### config.mk
export PLATFORM = sky130hd
export DESIGN_NAME = sacp_ctrl
export DESIGN_NICKNAME = d
export VERILOG_FILES = /design/src/sv/sacp_pkg.sv /design/src/sv/sacp_ctrl.sv
export SDC_FILE = /design/constraint.sdc
export NUM_CORES = 1
export LEC_CHECK = 0
export BUFFER_PORTS_ARGS = -buffer_cell sky130_fd_sc_hd__buf_2
export CAP_MARGIN = 15
export CELL_PAD_IN_SITES_DETAIL_PLACEMENT = 1
export CELL_PAD_IN_SITES_GLOBAL_PLACEMENT = 1
export CORE_AREA = 2 2 39 41
export DETAILED_ROUTE_END_ITERATION = 10
export DIE_AREA = 0 0 41 43
export GPL_ROUTABILITY_DRIVEN = 0
export GPL_TIMING_DRIVEN = 0
export PLACE_DENSITY_LB_ADDON = 0.1
export SLEW_MARGIN = 25
export SYNTH_ARGS = -nofsm -noshare
export SYNTH_HDL_FRONTEND = slang
export SYNTH_SLANG_ARGS = --single-unit
### constraint.sdc
create_clock -name i_clk -period 1.5 [get_ports i_clk]
set_clock_uncertainty 0.2 [all_clocks]
set_input_delay 0.225 -clock i_clk [delete_from_list [all_inputs] [get_ports i_clk]]
set_output_delay 0.225 -clock i_clk [all_outputs]
set_load 0.03 [all_outputs]
### src/sv/sacp_pkg.sv
// shared types, constants and tree-plru helpers for the cache tag unit
// no dependencies
`timescale 1ns / 1ps
package sacp_pkg;

    localparam int SETS = 64;
    localparam int WAYS = 8;
    localparam int SET_W = $clog2(SETS);
    localparam int WAY_W = $clog2(WAYS);
    localparam int TREE_W = WAYS - 1;
    localparam int FILL_W = $clog2(WAYS + 1);
    localparam int CNT_W = 32;
    localparam int CFG_W = 4;

    localparam logic [0:0] CFG_OFFSET = 1'b0;
    localparam logic [0:0] CFG_INDEX = 1'b1;

    localparam logic [1:0] ACT_HIT = 2'd0;
    localparam logic [1:0] ACT_FILL = 2'd1;
    localparam logic [1:0] ACT_REPLACE = 2'd2;

    typedef struct packed {
        logic        operation;
        logic [63:0] address;
    } t_req;

    typedef struct packed {
        logic             hit;
        logic [2:0]       way;
        logic [1:0]       action;
        logic [CNT_W-1:0] access_count;
        logic [CNT_W-1:0] read_count;
        logic [CNT_W-1:0] write_count;
        logic [CNT_W-1:0] miss_count;
        logic [CNT_W-1:0] read_miss_count;
        logic [CNT_W-1:0] write_miss_count;
    } t_rsp;

    // controller to datapath
    typedef struct packed {
        logic clear;
        logic load;
        logic update;
    } t_cmd;

    function automatic logic [TREE_W-1:0] tree_touch(input logic [TREE_W-1:0] bits,
                                                     input logic [WAY_W-1:0] way);
        int s;
        int e;
        int node;
        int m;
        logic [TREE_W-1:0] r;
        r = bits;
        s = 0;
        e = WAYS - 1;
        node = 0;
        for (int k = 0; k < WAY_W + 1; k++) begin
            if (s < e) begin
                m = (s + e + 1) / 2;
                if (int'(way) >= m) begin
                    r[node] = 1'b1;
                    node = node + m - s;
                    s = m;
                end else begin
                    r[node] = 1'b0;
                    node = node + 1;
                    e = m - 1;
                end
            end
        end
        return r;
    endfunction

    function automatic logic [WAY_W-1:0] tree_victim(input logic [TREE_W-1:0] bits);
        int s;
        int e;
        int node;
        int m;
        s = 0;
        e = WAYS - 1;
        node = 0;
        for (int k = 0; k < WAY_W + 1; k++) begin
            if (s < e) begin
                m = (s + e + 1) / 2;
                if (bits[node]) begin
                    node = node + 1;
                    e = m - 1;
                end else begin
                    node = node + m - s;
                    s = m;
                end
            end
        end
        return WAY_W'(s);
    endfunction

endpackage

### src/sv/sacp_ctrl.sv
// sequencing fsm for the cache tag unit: clear, lookup, update, result hold
// depends on sacp_pkg
`timescale 1ns / 1ps
module sacp_ctrl
    import sacp_pkg::*;
(
    input  logic i_clk,
    input  logic i_rst_n,
    input  logic i_req_valid,
    output logic o_req_ready,
    output logic o_rsp_valid,
    input  logic i_rsp_ready,
    input  logic i_clr_last,
    output t_cmd o_cmd
);
    typedef enum logic [1:0] {S_CLEAR, S_IDLE, S_LOOK, S_OUT} t_state;
    t_state r_state;

    assign o_req_ready = (r_state == S_IDLE);
    assign o_rsp_valid = (r_state == S_OUT);
    assign o_cmd.clear = (r_state == S_CLEAR);
    assign o_cmd.load = (r_state == S_IDLE) && i_req_valid;
    assign o_cmd.update = (r_state == S_LOOK);

    always_ff @(posedge i_clk) begin
        if (!i_rst_n) begin
            r_state <= S_CLEAR;
        end else begin
            case (r_state)
                S_CLEAR: if (i_clr_last) r_state <= S_IDLE;
                S_IDLE: if (i_req_valid) r_state <= S_LOOK;
                S_LOOK: r_state <= S_OUT;
                S_OUT: if (i_rsp_ready) r_state <= S_IDLE;
                default: r_state <= S_IDLE;
            endcase
        end
    end
endmodule

# [Yosys cells after proc, flatten, opt, wreduce, memory -nomap -nowiden]
# Cells that the tools add are included.
[op_classes] n_mul=0 add_sub_neg=0 div=0 shifts=0 n_mux=4 bitwise_logic=0 n_reduce_logical=3 n_eq_ne=6 order_cmp=0
[ops] op="one-hot mux 2 bit (4 select lines)" n=1
[ops] op="2-to-1 mux 2 bit" n=3
[ops] op="== test 2 bit, second input constant" n=2
[ops] op="!= test 2 bit, second input constant" n=2
[ops] op="AND reduction 3 bit" n=1
[ops] op="== test 2 x 1 -> 1 bit, second input constant" n=1
[ops] op="zero test 2 bit" n=1
[ops] op="!= test 2 x 1 -> 1 bit, second input constant" n=1
[ops] op="logical AND 1 bit" n=1
[word_totals] rom_bits=0 out_inout_bits=5 ff_bits=2 in_bits=5 elab_cells=14 n_memories=0 ram_bits=0 latch_bits=0

# [Longest topological paths before layout]
# Gate-level depths: netlist (run 1).
[depth] word_depth=3 depth_mapped=4 ltp_nobuf=4

# [Worst setup path before layout (run 1)]
# OpenSTA, ideal clock, no wires.
[synth_path] path_type="register -> register" from="register r_state[0]" to="register r_state[0]" arrival_time_ns=1.478 synth_period_minus_slack_ns=1.750 required_ns=1.228 stages_incl_launch_ff=5 path_slack_ns=-0.250 setup_time_ns=0.072 path_buffers=0 path_cell_list="dfxtp_1 inv_1 ha_1 a222oi_1 mux2i_1"
[synth_lines] item="start, declared" line="sacp_ctrl.sv:17" source="t_state r_state;"
[synth_lines] item="start signal, assigned" line="sacp_ctrl.sv:27" source="r_state <= S_CLEAR;"
[synth_lines] item="start signal, assigned" line="sacp_ctrl.sv:30" source="S_CLEAR: if (i_clr_last) r_state <= S_IDLE;"
[synth_lines] item="start signal, assigned" line="sacp_ctrl.sv:31" source="S_IDLE: if (i_req_valid) r_state <= S_LOOK;"

==> results.yml, run 1 <==
floorplanning:
  floorplan.initialDensity_pct: 12.7
  fp.dieH_um: 43
  io_pins: 10
  die_area_sq_um: 1760
  fp-row-count: 14
  dieWidth_um: 41
  coreArea_sq_um: 1380
route:
  wl_per_cell_um: 9.13
  vias_per_cell: 3.63
  wl_met2_um: 234
  drt_wl_total_um: 475
  dr.pass1.iters: 4
  drc: 0
  via_count: 189
  wl_met3_um: 54
  met1Wirelength_um: 186
  drt-initial-drc-count: 5
  top_layer: "met3"
  ant_nets: 0
power_and_ir_drop:
  net-switching-power_uw: 243
  p_int_uw: 333
  total_power_uw: 576
  p_leak_uw: 0.000174
  p_sw_share_pct: 42.2
  powerDensity_nw_per_um2: 1750
  sequentialPowerShare_pct: 19.4
  p_clk_share_pct: 20.5
  vdd_drop_max_mv: 0.397
  p_comb_share_pct: 60.2
sta:
  setup_ws_ns: -0.0348
  relSlewSlack_pct: 82.2
  rsz0062_at_grt: "yes"
  slew_violations: 0
  finalCritPeriodShare_pct: 102
  max_clock_freq_ghz: 0.652
  fin_crit_ns: 1.53
  setup_viol: 1
  worst_pin_slew_ns: 0.268
  hold_viol_final: 0
placement:
  post-dp-hpwl_um: 365
  placedCellCount: 45
  pre_cts_slack_ns: -0.192
  port_buffers: 9
layout:
  fillers: 175
  regArea_sq_um: 47.5
  largest_reg_flops: 2
  fin_util_pct: 23.8
  fin_cells: 52
  top_register: "r_state"
  reg_top3: "r_state: 2 flops"
  drive_gt1_share_pct: 63.9
  fin_nets: 48
  antenna_cells: 0
  syn_to_final_growth_pct: 87.9
  multi_input_area_sq_um: 134
logic_synthesis:
  syn_nets: 30
  ys_warn_count: 0
  synth_cells: 20
  synth.area.top_cells: "ha_1 (36%), dfxtp_1 (23%), mux2i_1 (11%)"
  yosysTopAreaCell: "ha_1"
  syn_avg_cell_area_sq_um: 8.76
  synth_seq_area_share_pct: 22.9
  synthDistinctLibCells: 8
  synth_seq_cells: 2
  synth_top_cell_area_share_pct: 35.7
  syn_area_sq_um: 175
clocking:
  cts_hold_repair.buffers: 0
  clkSlewWorstSetupHoldPaths_ns: 0.03
  cts_num_sinks: 2
  h-tree-depth: 1
  clk-insertion-delay-late_ns: 0.22
  cts-root-buf: "clkbuf_4"
  cts_made_buffers: 3
  cts_tree: "built"
  clk_path_buf_depth: 2
global_routing:
  antenna_found_initial: 0
  grt_pass1_vias: 192
  grt_usage_pct: 6.51
  grt_pass1_wl_um: 690
  grt_start_max_net_pins: 5
  globalRoute.totalOverflow: 0
critical_path:
  worstSetupPathType: "reg -> out"
  end_kind: "output port"
  cp.required_ns: 1.07
  cp_max_fo: 4
  startpoint_type: "flip-flop"
  r2r-start: "r_state[1]$_SDFFE_PN0P_"
  worstPathArrival_ns: 1.11
  cp-startpoint: "r_state[1]$_SDFFE_PN0P_"
worst_hold_path:
  hold_class: "in -> reg"
  hold_start: "i_rst_n"
run_status:
  status: "finished, violations left"
  violations: "negative setup slack"
job:
  maxCapViolations: 0
worst paths after layout:
kind / endpoint / slack, ns / cells after the start
max: o_cmd[1] / -0.03 / 4
min: r_state[1]$_SDFFE_PN0P_ / 0.07 / 3
max reg2reg: r_state[0]$_SDFFE_PN0P_ / 0 / 5
min reg2reg: r_state[1]$_SDFFE_PN0P_ / 0.40 / 3
cells by family after synthesis:
kind of cell / after synthesis / synth area share [%]
flops: 2 / 22.9
mux: 2 / 11.4
buf+inv: 5 / 10.7
compound gates: 1 / 5.71
fa+ha+maj: 5 / 35.7
simple gates: 5 / 13.6
Yosys cell counts:
cell and number:
ha_1 5, nand2b_1 1, mux2i_1 2, inv_1 5
dfxtp_1 2, and2_1 1, a222oi_1 1, nand2_1 3
per-layer routing:
metal	vias to the layer above	track usage, %
li1	96	-
met2	10	9.38
met4	0	6.00
met5	-	0
met1	83	5.43
met3	0	4.71
per-stage QoR:
stage               instance area [sq um]  hold slack (ns)  TNS, ns
global route                          329           0.0811   -0.278
finish                                329           0.0750  -0.0348
detailed placement                    260            0.282   -0.358
CTS                                   322           0.0722  -0.0733
floorplan                             195            0.163  -0.0747
global placement                      260            0.276   -0.290
cell usage in the layout, fill, tap and decap left out, types with 2 or more instances in the layout:
master | Yosys | layout
buf_4 | 0 | 5
inv_1 | 5 | 3
ha_2 | 0 | 2
clkbuf_4 | 0 | 3
mux2i_1 | 2 | 2
buf_2 | 0 | 7
ha_1 | 5 | 2
dfxtp_4 | 0 | 2
nand2_1 | 3 | 3
critical path, stage by stage, from the launching register on:
cell and delay [ns]:
dfxtp_4 0.34, inv_2 0.09, ha_2 0.19, and2_1 0.14, buf_6 0.13
power groups by stage:
stage               logic (uW)  registers (uW)  clock network [uW]
floorplan                  238            98.4                   0
global placement           275             106                   0
detailed placement         282             107                   0
CTS                        346             107                 127
global route               377             116                 136
finish                     347             112                 118
timing repair:
action / CTS / global route
setup endpoints to repair: 3 / 4
resized for setup: 3 / 4
setup buffers: 4 / 0
pin swaps: 1 / 1
area by class of cell:
cell class | instances | area share (%)
multi-input cells | 13 | 40.7
inverters | 5 | 6.46
clock buffers | 3 | 6.84
repair buffers | 13 | 25.5
flip-flops and latches | 2 | 14.4
well taps | 16 | 6.08
(Power assumes the default switching activity.)
==> run 2: changes to the inputs <==
- RECOVER_POWER: default -> 25
==> run 2 against run 1 <==
The run still ends with negative setup slack left. Utilization unchanged. Clock power about the same. Cell count unchanged.
==> results.yml, run 2 (synthesized netlist as in run 1, its figures left out) <==
clocking:
  cts_made_buffers: 3
  clk-insertion-delay-late_ns: 0.22
  h-tree-depth: 1
  cts-root-buf: "clkbuf_4"
  cts_tree: "built"
  clk_path_buf_depth: 2
  clkSlewWorstSetupHoldPaths_ns: 0.03
  cts_num_sinks: 2
critical_path:
  cp_max_fo: 4
  path_delay_family: "flip-flops"
  critical_path_buf_inv_count: 2
  cp.required_ns: 1.07
  cpPeakStageDelay_ns: 0.34
  critPathSlowestCell: "dfxtp_4"
  worstSetupPathType: "reg -> out"
  cp_cell_sequence: "inv_2 > ha_2 > and2_1 > buf_6"
  startpoint_type: "flip-flop"
  worstPathArrival_ns: 1.11
  end_kind: "output port"
power_and_ir_drop:
  p_leak_uw: 0.000173
  powerDensity_nw_per_um2: 1750
  vdd_drop_max_mv: 0.396
  total_power_uw: 576
placement:
  pre_cts_slack_ns: -0.192
  post-dp-hpwl_um: 365
  placedCellCount: 45
  port_buffers: 9
run_status:
  status: "finished, violations left"
  violations: "negative setup slack"
global_routing:
  grt_pass1_wl_um: 690
  grt_usage_pct: 6.51
  antenna_found_initial: 0
  grt_start_max_net_pins: 5
  globalRoute.totalOverflow: 0
  grt_pass1_vias: 192
route:
  vias_per_cell: 3.63
  drt_wl_total_um: 476
  via_count: 189
  drc: 0
  wl_per_cell_um: 9.15
  ant_nets: 0
  drt-initial-drc-count: 3
  dr.pass1.iters: 4
floorplanning:
  coreArea_sq_um: 1380
  fp-row-count: 14
  io_pins: 10
  fp.dieH_um: 43
  floorplan.initialDensity_pct: 12.7
  die_area_sq_um: 1760
  dieWidth_um: 41
sta:
  rsz0062_at_grt: "yes"
  worst_pin_slew_ns: 0.268
  setup_viol: 1
  relSlewSlack_pct: 82.1
  hold_viol_final: 0
  final.setup.tns_ns: -0.0348
  setup_ws_ns: -0.0348
  finalCritPeriodShare_pct: 102
  fin_crit_ns: 1.53
  max_clock_freq_ghz: 0.652
  slew_violations: 0
layout:
  top_register: "r_state"
  mostFrequentLayoutCells: "buf_2 (6), buf_4 (5), nand2_1 (3), inv_1 (3), clkbuf_4 (3)"
  drive_gt1_share_pct: 63.9
  layout_commonest_cell: "buf_2"
  fin_nets: 48
  syn_to_final_growth_pct: 87.9
  fin_cells: 52
  reg_top3: "r_state: 2 flops"
  antenna_cells: 0
  fin_util_pct: 23.8
  largest_reg_flops: 2
job:
  maxCapViolations: 0
worst_hold_path:
  hold_class: "in -> reg"
==> run 2: changes by cell type in the layout (fill, tap and decap cells not counted) <==
cell,before,now
buf_2,7,6
clkbuf_2,0,1
==> run 2: layout make-up <==
class	count	area, sq um
Tap cell	16	20.0
Fill cell	175	1050
Multi-Input combinational cell	13	134
Clock buffer	3	22.5
Timing Repair Buffer	13	83.8
Sequential cell	2	47.5
Inverter	5	21.3
==> run 2: repair_timing <==
action,4_1_cts,5_1_grt
hold buffers,0,0
hold endpoints to repair,0,0
buffers inserted,4,0
pin swaps,1,1
resized for setup,3,4
endpoints found under the setup margin,3,4
==> run 2: report_power, final <==
group | total [uW] | switching [uW] | internal, uW | leakage (uW)
combinational | 347 | 184 | 162 | 0.000141
clock | 118 | 29.8 | 88.2 | 0.0000138
sequential | 112 | 29.2 | 82.4 | 0.0000178
==> run 2: stage by stage <==
step | cell area (sq um) | hold WS (ns)
after global placement | 260 | 0.276
after CTS | 322 | 0.0722
after global routing | 329 | 0.0811
final | 329 | 0.0750
after detailed placement | 260 | 0.282
after floorplan | 195 | 0.163
==> run 2: final timing paths <==
path,slack [ns],depth (start not counted),end,startpoint
setup reg to reg,0,5,r_state[0]$_SDFFE_PN0P_,r_state[1]$_SDFFE_PN0P_
hold / removal,0.07,3,r_state[1]$_SDFFE_PN0P_,i_rst_n
setup / recovery,-0.03,4,o_cmd[1],r_state[1]$_SDFFE_PN0P_
hold reg to reg,0.40,3,r_state[1]$_SDFFE_PN0P_,r_state[1]$_SDFFE_PN0P_
==> run 2: worst register-to-register path, cell delays in order, from the launching register on <==
cell      delay [ns]
dfxtp_4         0.35
inv_2           0.06
ha_4            0.15
a222oi_1        0.30
buf_4           0.18
mux2i_1         0.17
==> run 2: per-layer routing <==
layer	track usage, %	vias up	share of wire [%]
met5	0	-	0
met4	6.00	0	0
met3	4.71	0	11
met2	9.38	10	49
met1	5.43	83	40
li1	-	96	-
==> run 3: changes to the inputs <==
- ABC_AREA: default -> 1
- clock period: 1.5 -> 1.28 ns (I/O delays scaled with it)
==> run 3 against run 2 <==
The run still ends with negative setup slack left. Cell count grew 21%. Setup slack worse by 0.078 ns. Wire length shrank 1.5%. Global-route usage up 0.087 points. Critical path depth increased by 1. Utilization up 10 points. Clock-buffer cell count up 1. Total power up 110%. First-iteration DRC count shrank 100%. Via count rose by 19%. Sequential share of layout area is 4.3 points lower.
==> results.yml, run 3 <==
logic_synthesis:
  syn_area_sq_um: 226
  ys_async_sr_fraction_pct: 0
  synthAdderAreaFrac_pct: 27.6
  synth-compound-area-share_pct: 0
  synth.area.top_cells: "ha_1 (28%), dfxtp_1 (18%), bufinv_8 (15%)"
  yosysTopAreaCell: "ha_1"
  synth_top_family_by_area: "simple AND/OR/NAND/NOR gates"
  synth_xor_area_share_pct: 0
  synth_edf_count: 0
  synth_top_cell_area_share_pct: 27.6
  ys.flop_type: "dfxtp_1"
  syn_nets: 37
  synth_common_cells: "ha_1 (5), inv_1 (5), nand2_1 (5)"
  synth_simple_gate_area_share_pct: 30.9
  ys_warn_count: 0
  synth_seq_cells: 2
  syn_avg_cell_area_sq_um: 8.39
  synthDistinctLibCells: 8
  synth_cells: 27
  synthMuxAreaShare_pct: 0
  synth_seq_area_share_pct: 17.7
critical_path:
  r2r-start: "r_state[1]$_SDFFE_PN0P_"
  cp_max_fo: 3
  cp.required_ns: 0.89
  critPathSlowestCell: "dfxtp_4"
  cp-startpoint: "r_state[1]$_SDFFE_PN0P_"
  path_delay_family: "flip-flops"
  cp_cell_sequence: "inv_8 > ha_4 > nand2_2 > inv_2 > buf_6"
  rrSetupSlack_ns: -0.04
  worstSetupPathType: "reg -> out"
  critical_path_buf_inv_count: 3
  startpoint_type: "flip-flop"
  worstRegToRegCells: 8
  worstPathArrival_ns: 1.00
  cpPeakStageDelay_ns: 0.38
  r2r_end: "r_state[1]$_SDFFE_PN0P_"
  end_kind: "output port"
worst_hold_path:
  worst_hold_path.num_cells: 6
  hold_start: "i_rsp_ready"
  hold_class: "in -> reg"
  hold_end: "r_state[0]$_SDFFE_PN0P_"
clocking:
  cts-root-buf: "clkbuf_4"
  clk_path_buf_depth: 2
  h-tree-depth: 1
  cts_num_sinks: 2
  cts_tree: "built"
  cts_made_buffers: 3
  clkSlewWorstSetupHoldPaths_ns: 0.04
  clk-insertion-delay-late_ns: 0.23
global_routing:
  grt_pass1_vias: 210
  grt_usage_pct: 6.60
  grt_pass1_wl_um: 765
  grt_start_max_net_pins: 5
  antenna_found_initial: 0
  globalRoute.totalOverflow: 0
sta:
  rsz0062_at_grt: "yes"
  finalCritPeriodShare_pct: 109
  fin_hold_ws_ns: 0.211
  worst_pin_slew_ns: 0.155
  max_clock_freq_ghz: 0.718
  slew_violations: 0
  setup_ws_ns: -0.113
  fin_crit_ns: 1.39
  setup_viol: 7
  relSlewSlack_pct: 89.7
  hold_viol_final: 0
route:
  dr.pass1.iters: 1
  vias_per_cell: 3.56
  drt-initial-drc-count: 0
  drc: 0
  ant_nets: 0
  via_count: 224
  wl_per_cell_um: 7.44
  drt_wl_total_um: 469
job:
  maxCapViolations: 0
power_and_ir_drop:
  p_clk_share_pct: 12.9
  vdd_drop_max_mv: 1.27
  sequentialPowerShare_pct: 15.9
  p_sw_share_pct: 44.5
  p_comb_share_pct: 71.2
  p_int_uw: 667
  powerDensity_nw_per_um2: 2560
  p_leak_uw: 0.000231
  net-switching-power_uw: 536
placement:
  port_buffers: 9
  post-dp-hpwl_um: 360
run_status:
  status: "finished, violations left"
  violations: "negative setup slack"
layout:
  reg_top3: "r_state: 2 flops"
  fin_util_pct: 34.0
  drive_gt1_share_pct: 74.5
  fin_nets: 58
  mostFrequentLayoutCells: "buf_2 (5), buf_4 (5)"
  fillers: 167
  syn_to_final_growth_pct: 108
  top_register: "r_state"
  largest_reg_flops: 2
  antenna_cells: 0
floorplanning:
  dieWidth_um: 41
  coreArea_sq_um: 1380
  floorplan.initialDensity_pct: 16.4
  die_area_sq_um: 1760
  fp-row-count: 14
  fp.dieH_um: 43
  io_pins: 10
[run 3: repair_timing]
action	4_1_cts	5_1_grt
resized for setup	15	1
hold endpoints to repair	2	0
setup endpoints to repair	5	7
pin swaps	5	3
hold buffers	1	0
buffers inserted	4	2
[run 3: worst min-delay path: stages]
cell and delay [ns]:
buf_2 0.07, inv_1 0.04, nand2_2 0.06, nand3_4 0.10, nor2_2 0.09, nor2_1 0.05
[run 3: worst max-delay path by stage]
stage,to,slack [ns],cells past startpoint
floorplan,r_state[0]$_SDFFE_PN0P_,0.04,6
global placement,r_state[0]$_SDFFE_PN0P_,0.03,6
detailed placement,o_cmd[1],0.02,5
CTS,o_cmd[1],-0.13,5
global route,o_cmd[1],-0.17,5
finish,o_cmd[1],-0.11,5
[run 3: layout make-up]
| type | count | area, sq um | share of cell area (%) |
|---|---|---|---|
| multi-input combinational | 18 | 198 | 42.0 |
| timing repair buffer | 16 | 138 | 29.3 |
| sequential | 2 | 47.5 | 10.1 |
| clock buffer | 4 | 26.3 | 5.59 |
| inverter | 7 | 41.3 | 8.78 |
| tap | 16 | 20.0 | 4.26 |
[run 3: through the flow]
| stage | setup WS [ns] | instance area [sq um] | cells | power, uW | TNS, ns |
|---|---|---|---|---|---|
| finish | -0.113 | 470 | 63 | 1200 | -0.529 |
| global route | -0.167 | 470 | 63 | 1300 | -0.850 |
| floorplan | 0.0437 | 256 | 27 | 659 | 0 |
| global placement | 0.0286 | 322 | 52 | 723 | 0 |
| detailed placement | 0.0171 | 322 | 52 | 732 | 0 |
| CTS | -0.130 | 453 | 61 | 1180 | -0.604 |
[run 3: kinds of logic (layout without fill, tap and decap cells)]
family | Yosys count | count (layout)
simple gates | 13 | 13
flops | 2 | 2
buf+inv | 7 | 27
fa+ha+maj | 5 | 5
[run 3: power by group through the flow]
stage / clock, uW / sequential [uW] / combinational [uW]
after floorplan: 0 / 183 / 476
after global placement: 0 / 192 / 531
after detailed placement: 0 / 192 / 540
after CTS: 166 / 193 / 824
after global routing: 171 / 200 / 930
final: 155 / 192 / 856
[run 3: metal layers]
metal	vias to the layer above	wire length (um)	global-route usage (%)
met5	-	0	0
met4	0	0	2.00
met3	0	27	4.71
met2	6	252	10.6
met1	101	190	6.35
li1	117	-	-
